--- config.mk ---
export PLATFORM = sky130hd
export DESIGN_NAME = fixed_timestep_accumulator
export DESIGN_NICKNAME = d
export VERILOG_FILES = /design/src/fta_pkg.sv /design/src/fta_cfg.sv /design/src/fta_divu.sv /design/src/fixed_timestep_accumulator.sv
export SDC_FILE = /design/constraint.sdc
export NUM_CORES = 1
export LEC_CHECK = 0
export BUFFER_PORTS_ARGS = -buffer_cell sky130_fd_sc_hd__clkbuf_2
export CORE_AREA = 8 8 272 195
export DETAILED_ROUTE_END_ITERATION = 6
export DIE_AREA = 0 0 280 203
export GPL_TIMING_DRIVEN = 0
export HOLD_SLACK_MARGIN = 0.12
export SETUP_SLACK_MARGIN = 0.5
export SYNTH_ARGS = -nofsm -noshare
export SYNTH_HDL_FRONTEND = slang
export SYNTH_SLANG_ARGS = --single-unit
--- constraint.sdc ---
create_clock -name clk -period 7.15 [get_ports clk]
set_input_delay 0.715 -clock clk [delete_from_list [all_inputs] [get_ports clk]]
set_output_delay 0.715 -clock clk [all_outputs]
set_load 0.005 [all_outputs]
--- src/fta_pkg.sv ---
// Shared types and constants for the fixed timestep accumulator.
package fta_pkg;

    localparam int DATA_W     = 32;
    localparam int QUO_W      = DATA_W + 1;
    localparam int STEPS_W    = 13;
    localparam int ALPHA_W    = 16;
    localparam int DIV_STEPS  = QUO_W;
    localparam int FRAC_STEPS = ALPHA_W;
    localparam int CNT_W      = $clog2(DIV_STEPS);

    localparam logic [1:0] MODE_ADVANCE = 2'd0;
    localparam logic [1:0] MODE_QUEUE   = 2'd1;
    localparam logic [1:0] MODE_CLEAR   = 2'd2;

    localparam logic [1:0] CFG_FIXED_STEP = 2'd0;
    localparam logic [1:0] CFG_MAX_FRAME  = 2'd1;
    localparam logic [1:0] CFG_PAUSE      = 2'd2;

    localparam logic [STEPS_W-1:0] STEPS_MAX = {STEPS_W{1'b1}};
    localparam logic [ALPHA_W-1:0] ALPHA_MAX = {ALPHA_W{1'b1}};

    typedef struct packed {
        logic [DATA_W-1:0] fixed_step;
        logic [DATA_W-1:0] max_frame;
        logic              pause;
        logic              ok;
    } cfg_t;

    typedef struct packed {
        logic              load;
        logic              iterate;
        logic              compare;
        logic [DATA_W-1:0] load_rem;
        logic [QUO_W-1:0]  load_quo;
    } divu_cmd_t;

    typedef struct packed {
        logic [DATA_W-1:0] rem;
        logic [QUO_W-1:0]  quo;
        logic              ge;
    } divu_stat_t;

endpackage

--- src/fta_cfg.sv ---
// Configuration registers and the validity check of the step settings.
module fta_cfg #(
    parameter int STEP_LIMIT = 4096
) (
    input  logic                      clk,
    input  logic                      rst_n,
    input  logic                      cfg_we,
    input  logic [1:0]                cfg_index,
    input  logic [fta_pkg::DATA_W-1:0] cfg_data,
    output fta_pkg::cfg_t             cfg
);

    localparam int LIMIT_W = fta_pkg::DATA_W + $clog2(STEP_LIMIT + 1);

    logic [fta_pkg::DATA_W-1:0] fixed_step_reg;
    logic [fta_pkg::DATA_W-1:0] max_frame_reg;
    logic                       pause_reg;
    logic [LIMIT_W-1:0]         limit_reg;

    always_ff @(posedge clk or negedge rst_n)
    begin
        if (!rst_n)
        begin
            fixed_step_reg <= '0;
            max_frame_reg  <= '0;
            pause_reg      <= 1'b0;
            limit_reg      <= '0;
        end
        else
        begin
            // The product is registered; the sequencer reads it in S_CHECK, after the S_MUL state.
            limit_reg <= LIMIT_W'(fixed_step_reg) * LIMIT_W'(STEP_LIMIT);
            if (cfg_we)
            begin
                case (cfg_index)
                    fta_pkg::CFG_FIXED_STEP: fixed_step_reg <= cfg_data;
                    fta_pkg::CFG_MAX_FRAME:  max_frame_reg  <= cfg_data;
                    fta_pkg::CFG_PAUSE:      pause_reg      <= cfg_data[0];
                    default:                 ;
                endcase
            end
        end
    end

    always_comb
    begin
        cfg.fixed_step = fixed_step_reg;
        cfg.max_frame  = max_frame_reg;
        cfg.pause      = pause_reg;
        cfg.ok         = (fixed_step_reg != '0) && (max_frame_reg >= fixed_step_reg)
                         && (LIMIT_W'(max_frame_reg) <= limit_reg);
    end

endmodule

--- src/fta_divu.sv ---
// Restoring divider datapath built around one shared subtractor.
module fta_divu (
    input  logic                       clk,
    input  logic [fta_pkg::DATA_W-1:0] divisor,
    input  fta_pkg::divu_cmd_t         cmd,
    output fta_pkg::divu_stat_t        stat
);

    logic [fta_pkg::DATA_W-1:0] rem_reg;
    logic [fta_pkg::QUO_W-1:0]  quo_reg;
    logic                       ge_reg;

    logic [fta_pkg::QUO_W-1:0]  trial;
    logic [fta_pkg::QUO_W:0]    diff;
    logic                       borrow;

    // A compare tests the remainder as it stands; an iteration shifts in the next bit.
    always_comb
    begin
        trial  = cmd.compare ? {1'b0, rem_reg} : {rem_reg, quo_reg[fta_pkg::QUO_W-1]};
        diff   = {1'b0, trial} - {2'b00, divisor};
        borrow = diff[fta_pkg::QUO_W];
    end

    always_ff @(posedge clk)
    begin
        if (cmd.load)
        begin
            rem_reg <= cmd.load_rem;
            quo_reg <= cmd.load_quo;
        end
        else if (cmd.compare)
        begin
            ge_reg  <= ~borrow;
            quo_reg <= '0;
        end
        else if (cmd.iterate)
        begin
            rem_reg <= borrow ? trial[fta_pkg::DATA_W-1:0] : diff[fta_pkg::DATA_W-1:0];
            quo_reg <= {quo_reg[fta_pkg::QUO_W-2:0], ~borrow};
        end
    end

    assign stat.rem = rem_reg;
    assign stat.quo = quo_reg;
    assign stat.ge  = ge_reg;

endmodule

--- src/fixed_timestep_accumulator.sv ---
// Top level of the fixed timestep accumulator: sequencer, state and output register.
//
// Usage. One input word per rendered frame arrives on the in_valid/in_ready channel with
// a mode and a signed Q11.20 frame time. Each input word produces exactly one result word
// on the out_valid/out_ready channel: the number of fixed steps to run, alpha (the
// remaining fraction of a step, Q0.16) and the configuration status. The step length,
// the largest frame time and the pause flag are written through the cfg_we port; the
// user must write them only while the block is idle, as the block does not enforce it.
//
// Timing. An advance goes from acceptance through the set-up states S_MUL and S_CHECK,
// the iterations of the shared subtractor for the step count in S_DIV, one compare in
// S_CMP and the iterations for alpha in S_FRAC, then S_DONE loads the output register.
// Other modes and paused advances skip the step count, and alpha stops early when it
// saturates; with an invalid configuration an item goes from S_CHECK to S_DONE. in_ready
// stays low meanwhile and returns in the cycle after the load: one word at a time.
//
// Reset clears the configuration, the accumulator and the queued single step, and leaves
// no result pending. When the receiver stalls, the finished result waits in the output
// register; the block still takes the next input word and holds its own result in the
// final state until the output register is free.
module fixed_timestep_accumulator #(
    parameter int STEP_LIMIT = 4096
) (
    input  logic                         clk,
    input  logic                         rst_n,
    input  logic                         in_valid,
    output logic                         in_ready,
    input  logic [1:0]                   mode,
    input  logic signed [31:0]           frame_time,
    output logic                         out_valid,
    input  logic                         out_ready,
    output logic [fta_pkg::STEPS_W-1:0]  steps,
    output logic [fta_pkg::ALPHA_W-1:0]  alpha,
    output logic                         config_ok,
    input  logic                         cfg_we,
    input  logic [1:0]                   cfg_index,
    input  logic [fta_pkg::DATA_W-1:0]   cfg_data
);

    localparam logic [2:0] S_IDLE  = 3'd0;
    localparam logic [2:0] S_MUL   = 3'd1;
    localparam logic [2:0] S_CHECK = 3'd2;
    localparam logic [2:0] S_DIV   = 3'd3;
    localparam logic [2:0] S_CMP   = 3'd4;
    localparam logic [2:0] S_FRAC  = 3'd5;
    localparam logic [2:0] S_DONE  = 3'd6;

    fta_pkg::cfg_t       cfg;
    fta_pkg::divu_cmd_t  cmd;
    fta_pkg::divu_stat_t stat;

    logic [2:0]                       state_reg, state_next;
    logic [fta_pkg::CNT_W-1:0]        cnt_reg, cnt_next;
    logic [1:0]                       mode_reg;
    logic [fta_pkg::DATA_W-1:0]       frame_reg;
    logic [fta_pkg::DATA_W-1:0]       remainder_reg, remainder_next;
    logic                             pending_reg, pending_next;
    logic [fta_pkg::STEPS_W-1:0]      steps_reg, steps_next;
    logic                             ok_reg, ok_next;
    logic                             out_valid_reg, out_valid_next;
    logic [fta_pkg::STEPS_W-1:0]      out_steps_reg;
    logic [fta_pkg::ALPHA_W-1:0]      out_alpha_reg;
    logic                             out_ok_reg;
    logic                             out_load;

    logic [fta_pkg::DATA_W-1:0]       clamped;
    logic [fta_pkg::QUO_W-1:0]        sum;
    logic [fta_pkg::ALPHA_W-1:0]      alpha_final;

    fta_cfg #(
        .STEP_LIMIT (STEP_LIMIT)
    ) u_cfg (
        .clk       (clk),
        .rst_n     (rst_n),
        .cfg_we    (cfg_we),
        .cfg_index (cfg_index),
        .cfg_data  (cfg_data),
        .cfg       (cfg)
    );

    fta_divu u_divu (
        .clk     (clk),
        .divisor (cfg.fixed_step),
        .cmd     (cmd),
        .stat    (stat)
    );

    assign in_ready = (state_reg == S_IDLE);

    // Negative frame times count as zero; long frames are cut to the largest frame time.
    always_comb
    begin
        if (frame_reg[fta_pkg::DATA_W-1])
        begin
            clamped = '0;
        end
        else if (frame_reg > cfg.max_frame)
        begin
            clamped = cfg.max_frame;
        end
        else
        begin
            clamped = frame_reg;
        end
        sum = {1'b0, remainder_reg} + {1'b0, clamped};
    end

    // Alpha is zero for a bad configuration and saturates if the remainder is a step or more.
    always_comb
    begin
        if (!ok_reg)
        begin
            alpha_final = '0;
        end
        else if (stat.ge)
        begin
            alpha_final = fta_pkg::ALPHA_MAX;
        end
        else
        begin
            alpha_final = stat.quo[fta_pkg::ALPHA_W-1:0];
        end
    end

    always_comb
    begin
        state_next     = state_reg;
        cnt_next       = cnt_reg;
        remainder_next = remainder_reg;
        pending_next   = pending_reg;
        steps_next     = steps_reg;
        ok_next        = ok_reg;
        out_load       = 1'b0;
        cmd.load       = 1'b0;
        cmd.iterate    = 1'b0;
        cmd.compare    = 1'b0;
        cmd.load_rem   = remainder_reg;
        cmd.load_quo   = '0;

        case (state_reg)
            S_IDLE:
            begin
                if (in_valid)
                begin
                    state_next = S_MUL;
                end
            end
            S_MUL:
            begin
                state_next = S_CHECK;
            end
            S_CHECK:
            begin
                ok_next    = cfg.ok;
                steps_next = '0;
                cmd.load   = 1'b1;
                state_next = cfg.ok ? S_CMP : S_DONE;
                case (mode_reg)
                    fta_pkg::MODE_ADVANCE:
                    begin
                        if (cfg.ok && cfg.pause)
                        begin
                            steps_next   = fta_pkg::STEPS_W'(pending_reg);
                            pending_next = 1'b0;
                        end
                        else if (cfg.ok)
                        begin
                            cmd.load_rem = '0;
                            cmd.load_quo = sum;
                            cnt_next     = fta_pkg::CNT_W'(fta_pkg::DIV_STEPS - 1);
                            state_next   = S_DIV;
                        end
                    end
                    fta_pkg::MODE_QUEUE:
                    begin
                        if (cfg.pause)
                        begin
                            pending_next = 1'b1;
                        end
                    end
                    fta_pkg::MODE_CLEAR:
                    begin
                        remainder_next = '0;
                        pending_next   = 1'b0;
                        cmd.load_rem   = '0;
                    end
                    default:
                    begin
                    end
                endcase
            end
            S_DIV:
            begin
                cmd.iterate = 1'b1;
                cnt_next    = cnt_reg - fta_pkg::CNT_W'(1);
                if (cnt_reg == '0)
                begin
                    state_next = S_CMP;
                end
            end
            S_CMP:
            begin
                // After a full advance the divider holds the new remainder and quotient.
                if (mode_reg == fta_pkg::MODE_ADVANCE && !cfg.pause)
                begin
                    remainder_next = stat.rem;
                    steps_next     = (|stat.quo[fta_pkg::QUO_W-1:fta_pkg::STEPS_W])
                                     ? fta_pkg::STEPS_MAX
                                     : stat.quo[fta_pkg::STEPS_W-1:0];
                end
                cmd.compare = 1'b1;
                cnt_next    = fta_pkg::CNT_W'(fta_pkg::FRAC_STEPS - 1);
                state_next  = S_FRAC;
            end
            S_FRAC:
            begin
                if (stat.ge)
                begin
                    state_next = S_DONE;
                end
                else
                begin
                    cmd.iterate = 1'b1;
                    cnt_next    = cnt_reg - fta_pkg::CNT_W'(1);
                    if (cnt_reg == '0)
                    begin
                        state_next = S_DONE;
                    end
                end
            end
            S_DONE:
            begin
                if (!out_valid_reg || out_ready)
                begin
                    out_load   = 1'b1;
                    state_next = S_IDLE;
                end
            end
            default:
            begin
                state_next = S_IDLE;
            end
        endcase
    end

    always_comb
    begin
        out_valid_next = out_valid_reg;
        if (out_load)
        begin
            out_valid_next = 1'b1;
        end
        else if (out_ready)
        begin
            out_valid_next = 1'b0;
        end
    end

    always_ff @(posedge clk or negedge rst_n)
    begin
        if (!rst_n)
        begin
            state_reg     <= S_IDLE;
            cnt_reg       <= '0;
            remainder_reg <= '0;
            pending_reg   <= 1'b0;
            out_valid_reg <= 1'b0;
        end
        else
        begin
            state_reg     <= state_next;
            cnt_reg       <= cnt_next;
            remainder_reg <= remainder_next;
            pending_reg   <= pending_next;
            out_valid_reg <= out_valid_next;
        end
    end

    always_ff @(posedge clk)
    begin
        if (in_valid && in_ready)
        begin
            mode_reg  <= mode;
            frame_reg <= frame_time;
        end
        steps_reg <= steps_next;
        ok_reg    <= ok_next;
        if (out_load)
        begin
            out_steps_reg <= steps_reg;
            out_alpha_reg <= alpha_final;
            out_ok_reg    <= ok_reg;
        end
    end

    assign out_valid = out_valid_reg;
    assign steps     = out_steps_reg;
    assign alpha     = out_alpha_reg;
    assign config_ok = out_ok_reg;

endmodule

# After elaboration in Yosys (flattened, before gate mapping)
# Cells that the tools add are included.
[totals]
ram_bits = 0
register_bits = 284
romBits = 0
memories = 0
latchBits = 0
word_cells = 130
output_inout_bits = 32
[classes]
n_mul = 0
n_lt_le_gt_ge = 3
n_div = 0
n_reduce_logical = 30
n_bitwise = 2
n_shift = 0
n_eq_ne = 23
n_mux = 50
add_sub_neg = 3
[ops]
columns = ["operator", "count"]
rows = [
  ["2-to-1 mux 32 bit", 8],
  ["2-to-1 mux 65 bit", 3],
  ["2-to-1 mux 33 bit", 5],
  ["one-hot mux 32 bit (2 select lines)", 2],
  ["<= comparator 32 x 44 -> 1 bit", 1],
  ["subtractor 33 x 32 -> 34 bit", 1],
  ["adder 32 x 32 -> 33 bit", 1],
  ["greater-or-equal comparator 32 bit", 1],
  ["> comparator 32 bit", 1],
  ["nonzero test 32 bit", 1],
  ["2-to-1 mux 13 bit", 2],
  ["one-hot mux 13 bit (2 select lines)", 1],
  ["2-to-1 mux 3 bit", 8],
  ["2-to-1 mux 6 bit", 4],
  ["one-hot mux 6 bit (4 select lines)", 1],
  ["one-hot mux 3 bit (7 select lines)", 1],
  ["!= test 2 bit, second input constant", 10],
  ["OR reduction 20 bit", 1],
  ["2-to-1 mux 16 bit", 1],
  ["AND reduction 2 bit", 6],
  ["2-to-1 mux 1 bit", 11],
  ["== test 3 bit, second input constant", 3],
  ["AND reduction 4 bit", 2],
  ["== test 3 x 2 -> 1 bit, second input constant", 2],
  ["21 further kinds", 34],
]

# Longest topological paths before layout
[depth]
ltp_word = 9
mapped_depth = 24
mapped_depth_nobuf = 23

# Modules after synthesis
# From an unflattened synthesis, not the netlist that was laid out.
[hier_totals]
cells_unflattened = 1794
hier_area_um2 = 17944.7
[by_module_without_submodules]
columns = ["module", "cells_per_inst", "instances", "seq_area_each_um2", "area_each_um2"]
rows = [
  ["fixed_timestep_accumulator", 793, 1, 3418.3, 7946.4],
  ["fta_divu", 592, 1, 1981.9, 5445.2],
  ["fta_cfg", 409, 1, 2427.3, 4553.1],
]

# Worst setup path after synthesis
# No wires, ideal clock.
[synth_timing]
path_type = "register -> register"
startpoint = "register u_cfg.max_frame_reg[31] in the netlist's numbering"
endpoint = "register u_divu.quo_reg[26] in the netlist's numbering, data pin"
setup_slack_ns = 2.397
stages_incl_launch_ff = 22
period_less_slack_ns = 4.753
arrival_time_ns = 4.494
setup_ns = 0.258
path_cell_list = "dfrtp_1 -> inv_1 -> ha_1 -> nand4_1 -> or2_2 -> or4_1 -> o22ai_2 -> buf_2 -> mux2i_1 -> nor2_1 -> ha_1 -> inv_1 -> fa_1 -> nor2b_1 -> o31ai_2 -> o221ai_2 -> a21o_1 -> a41o_1 -> a211o_1 -> a21oi_1 -> xor2_1 -> o21ai_1"
[synth_between]
elab_chain_cells = 9
[synth_lines]
columns = ["item", "line_no", "rtl"]
rows = [
  ["start, declared", "fta_cfg.sv:16", "logic [fta_pkg::DATA_W-1:0] max_frame_reg;"],
  ["start signal, assigned", "fta_cfg.sv:37", "fta_pkg::CFG_MAX_FRAME: max_frame_reg <= cfg_data;"],
  ["> comparator 32 bit", "fixed_timestep_accumulator.sv:97", "else if (frame_reg > cfg.max_frame)"],
  ["2-to-1 mux 32 bit", "fixed_timestep_accumulator.sv:97", ""],
  ["2-to-1 mux 32 bit", "fixed_timestep_accumulator.sv:93", "if (frame_reg[fta_pkg::DATA_W-1])"],
  ["adder 32 x 32 -> 33 bit", "fixed_timestep_accumulator.sv:105", "sum = {1'b0, remainder_reg} + {1'b0, clamped};"],
  ["2-to-1 mux 65 bit", "fixed_timestep_accumulator.sv:166", "else if (cfg.ok)"],
  ["2-to-1 mux 65 bit *", "fixed_timestep_accumulator.sv:161", "if (cfg.ok && cfg.pause)"],
  ["2-to-1 mux 33 bit *", "fixed_timestep_accumulator.sv:158", "case (mode_reg)"],
  ["2-to-1 mux 65 bit *", "fixed_timestep_accumulator.sv:140", "case (state_reg)"],
  ["2-to-1 mux 33 bit *", "fta_divu.sv:27", "if (cmd.load)"],
  ["end signal, assigned", "fta_divu.sv:30", "quo_reg <= cmd.load_quo;"],
  ["end signal, assigned", "fta_divu.sv:40", "quo_reg <= {quo_reg[fta_pkg::QUO_W-2:0], ~borrow};"],
  ["end, declared", "fta_divu.sv:10", "logic [fta_pkg::QUO_W-1:0] quo_reg;"],
]
# Mark *: on every way between the ends. The rest lies on a longest branch, timed or not.
# A chain may end at the register's enable or synchronous reset.

# Worst setup path after layout
[layout_timing]
startpoint = "register u_cfg.max_frame_reg[17] in the netlist's numbering"
endpoint = "register u_divu.quo_reg[30] in the netlist's numbering, data pin"
# Same word-level chain as after synthesis.

==> results.yml <==
run_status:
  run_status: "complete, no violations"
pwr:
  ir_drop_mv: 0.268
  p_total_mw: 9.14
  total_leakage_power_nw: 8.54
  power_per_cell_area_nw_per_um2: 470
synth:
  synthesis.instances: 1674
  post_syn_nets: 1899
  synth_most_common_cell: "nand2_1"
  ys_top_cells_by_count: "nand2_1 (244), ha_1 (150), edfxtp_1 (144), dfrtp_1 (140), o21ai_0 (109)"
  ys_ff_latch: 284
  synth.area.top_cells: "edfxtp_1 (26%), dfrtp_1 (21%), ha_1 (11%), nand2_1 (5.4%), o21ai_0 (3.2%)"
  seq_area_frac_synth: 0.463
  dominant_cell_type_by_area_after_synthesis: "edfxtp_1"
  synth-edff-count: 144
  ys.flop_type: "edfxtp_1"
  mappedNetlistArea_um2: 16900
  synth_cell_type_count: 82
  ys_async_sr_fraction: 0.493
  syn-mean-instance-area_um2: 10.1
  synth_top_area_frac: 0.256
  synth.yosys.warnings: 0
timing:
  finalWorstPathRequiredPeriod_ps: 6300
  slew_viol_final: 0
  final.hold.worst_slack_ps: 304
  timing.final.crit_share: 0.881
  clock_skew_ps: 19.1
  max_clock_freq_mhz: 159
  worst_pin_slew_ps: 889
  setup_viol: 0
  timing.slew.headroom: 0.408
  summed_negative_setup_slack_over_all_endpoints_ps: 0
  finalHoldViolCount: 0
  grt_setup_unrepaired: "false"
global_routing:
  grt.total_usage: 0.172
  wire_length_of_the_first_global_routing_pass_um: 77400
  global_route.overflow_total: 0
  global_route.usage.met2: 0.255
  grt_antenna_before_repair: 0
  use_met1: 0.261
  grt_most_used_layer: "met1"
  first_global_vias: 13300
  groute.layer.met3.usage: 0.0301
  grt_max_degree: 93
clocking:
  cts_sinks: 284
  tritoncts: "built"
  post_cts_resized: 0
  htreeDepth: 1
  insertion_delay_ps: 590
  clk_transition_reported_paths_ps: 60
  cts_setup_buffers: 0
  tritoncts.num_buffers: 31
  clockBufferDepth: 3
  cts_root_buf: "clkbuf_16"
die:
  rows: 68
  core-area_um2: 48800
  die_w_um: 280
  design.die.area_um2: 56800
  top_ports: 105
  floorplan.die.height_um: 203
  start_util: 0.347
finish:
  largest_reg_flops: 33
  antennaDiodeCount: 0
  drive_above_1_share: 0.146
  nets: 2043
  syn_to_final_growth_pct: 14.8
  finalCoreUtilization: 0.398
setup_path:
  critical_path.startpoint_type: "flop"
  timing.critical_path.mode_cell: "a21o_1"
  timing.critical_path.depth: 24
  critical-path-slowest-cell: "a221oi_1"
  cp_slowest_stage_delay_ps: 530
  timing.critical_path.arrival_ps: 6630
  largest_fanout_on_the_critical_path: 10
  r2r_end: "u_divu.quo_reg[30]$_DFFE_PP_"
  setup.reg_to_reg.worst_slack_ps: 850
  worst_r2r_startpoint: "u_cfg.max_frame_reg[17]$_DFFE_PN0P_"
  cells_traversed_along_the_worst_timing_path: "inv_1, ha_1, a21o_1, a21o_1, a21oi_1, o21ai_0, a31oi_1, o221ai_1, o22ai_2, buf_2, mux2i_1, nor2_1, ha_1, inv_1, fa_1, nor2b_1, o31ai_2, o221ai_2, a21o_1, a221oi_1, o21ai_0, a21oi_1, nand2b_1, a32o_1"
  cp_endpoint_kind: "flop"
  critical_path_class: "reg -> reg"
  cp_num_buf_inv: 3
  cp.required_ps: 7480
  reg2reg_depth: 24
  family_with_the_most_delay_on_the_worst_path: "compound AO/OA/AOI/OAI gates"
min_path:
  timing.hold.worst_path_depth: 1
  worst_min_path_class: "in -> reg"
  timing.hold.worst_endpoint: "frame_reg[6]$_DFFE_PP_"
  hold_path_startpoint: "frame_time[6]"
placed_design:
  post-dp-hpwl_um: 39200
  placer_congestion_estimate: 0.925
  port_buffers: 104
route:
  detail_route.vias_per_cell: 5.30
  drt.antenna.violating_nets: 0
  route.final.wire_length_um: 49700
  drt_pre_antenna_iters: 5
  drt_drc_violations_left: 0
  dr.first_iter.drc_count: 1093
  detail_route.wl_per_cell_um: 19.8
  via_count: 13300
job:
  drv_cap: 0
## routing by layer
metal  wire length, um  share of wire  vias up
met5                 0              0        -
met4               862          0.017        0
met3              2890          0.058       49
met2             20900           0.42      356
met1             25000           0.50     6524
li1                  -              -     6363
## worst register-to-register path, stage by stage (launching register included)
cell,delay [ps]
dfrtp_1,460
inv_1,80
ha_1,310
a21o_1,170
a21o_1,190
a21oi_1,130
o21ai_0,90
a31oi_1,250
o221ai_1,300
o22ai_2,370
buf_2,410
mux2i_1,350
nor2_1,80
ha_1,250
inv_1,80
fa_1,220
nor2b_1,80
o31ai_2,380
o221ai_2,250
a21o_1,300
a221oi_1,530
o21ai_0,180
a21oi_1,260
nand2b_1,90
a32o_1,250
## layout by cell type (no fill, tap or decap), types with 10 or more instances in the layout
master / n
o21a_1: 27
ha_1: 150
a221o_1: 28
nand4_1: 25
nor2_1: 104
nand2_1: 244
xnor2_1: 29
nor2b_1: 10
mux2i_1: 31
o211ai_1: 10
mux2_2: 34
nor2_2: 19
clkbuf_2: 103
clkbuf_16: 33
nand3_1: 19
a21o_1: 55
nor3_1: 15
o21ai_1: 32
nor4_1: 19
o21ai_0: 108
edfxtp_1: 144
dfrtp_1: 140
xor2_1: 24
nand2b_1: 17
inv_1: 104
clkbuf_1: 47
a21oi_1: 87
## worst max-delay path by stage
| stage | startpoint | endpoint | slack [ps] |
|---|---|---|---|
| finish | u_cfg.max_frame_reg[17]$_DFFE_PN0P_ | u_divu.quo_reg[30]$_DFFE_PP_ | 850 |
| global placement | u_cfg.max_frame_reg[17]$_DFFE_PN0P_ | u_divu.quo_reg[30]$_DFFE_PP_ | 1080 |
| floorplan | u_cfg.max_frame_reg[31]$_DFFE_PN0P_ | u_divu.quo_reg[26]$_DFFE_PP_ | 2400 |
| detailed placement | u_cfg.max_frame_reg[17]$_DFFE_PN0P_ | u_divu.quo_reg[30]$_DFFE_PP_ | 1060 |
| global route | u_cfg.max_frame_reg[17]$_DFFE_PN0P_ | u_divu.quo_reg[30]$_DFFE_PP_ | 570 |
| CTS | u_cfg.max_frame_reg[17]$_DFFE_PN0P_ | u_divu.quo_reg[30]$_DFFE_PP_ | 1010 |
## kinds of logic (layout without fill, tap and decap cells)
group	count (synthesis)	count (layout)	share of synthesized area
compound gates	437	437	0.173
xor+xnor	53	53	0.0274
fa+ha+maj	152	152	0.113
buf+inv	168	337	0.0422
flops	284	284	0.463
mux	65	65	0.0410
simple gates	515	515	0.140
## final cells by class
type	count	area (um2)
fillers	4794	29300
multi-input cells	1222	8390
flip-flops and latches	284	7830
clock buffers	49	956
well taps	665	832
repair buffers	111	644
inverters	106	398
plain buffers	62	315
clock inverters	9	60.1
## per-stage QoR
step / setup WS [ps] / std cells / instance area (um2)
final: 852 / 2508 / 19400
after global routing: 567 / 2508 / 19400
after CTS: 1010 / 2507 / 19400
after detailed placement: 1060 / 2448 / 18400
after global placement: 1080 / 2443 / 18300
after floorplan: 2400 / 1674 / 16900
## where the power goes
group	total (mW)	internal [mW]	leakage (nW)	switching, mW
Sequential	2.83	2.46	3.10	0.365
Clock	1.61	0.918	0.495	0.691
Combinational	4.70	1.88	4.94	2.82
Total	9.14	5.26	8.54	3.88
## what timing repair did
action	CTS	global route
hold buffers	1	0
endpoints found under the hold margin	48	0
endpoints found under the setup margin	0	0
(Power assumes the default switching activity.)
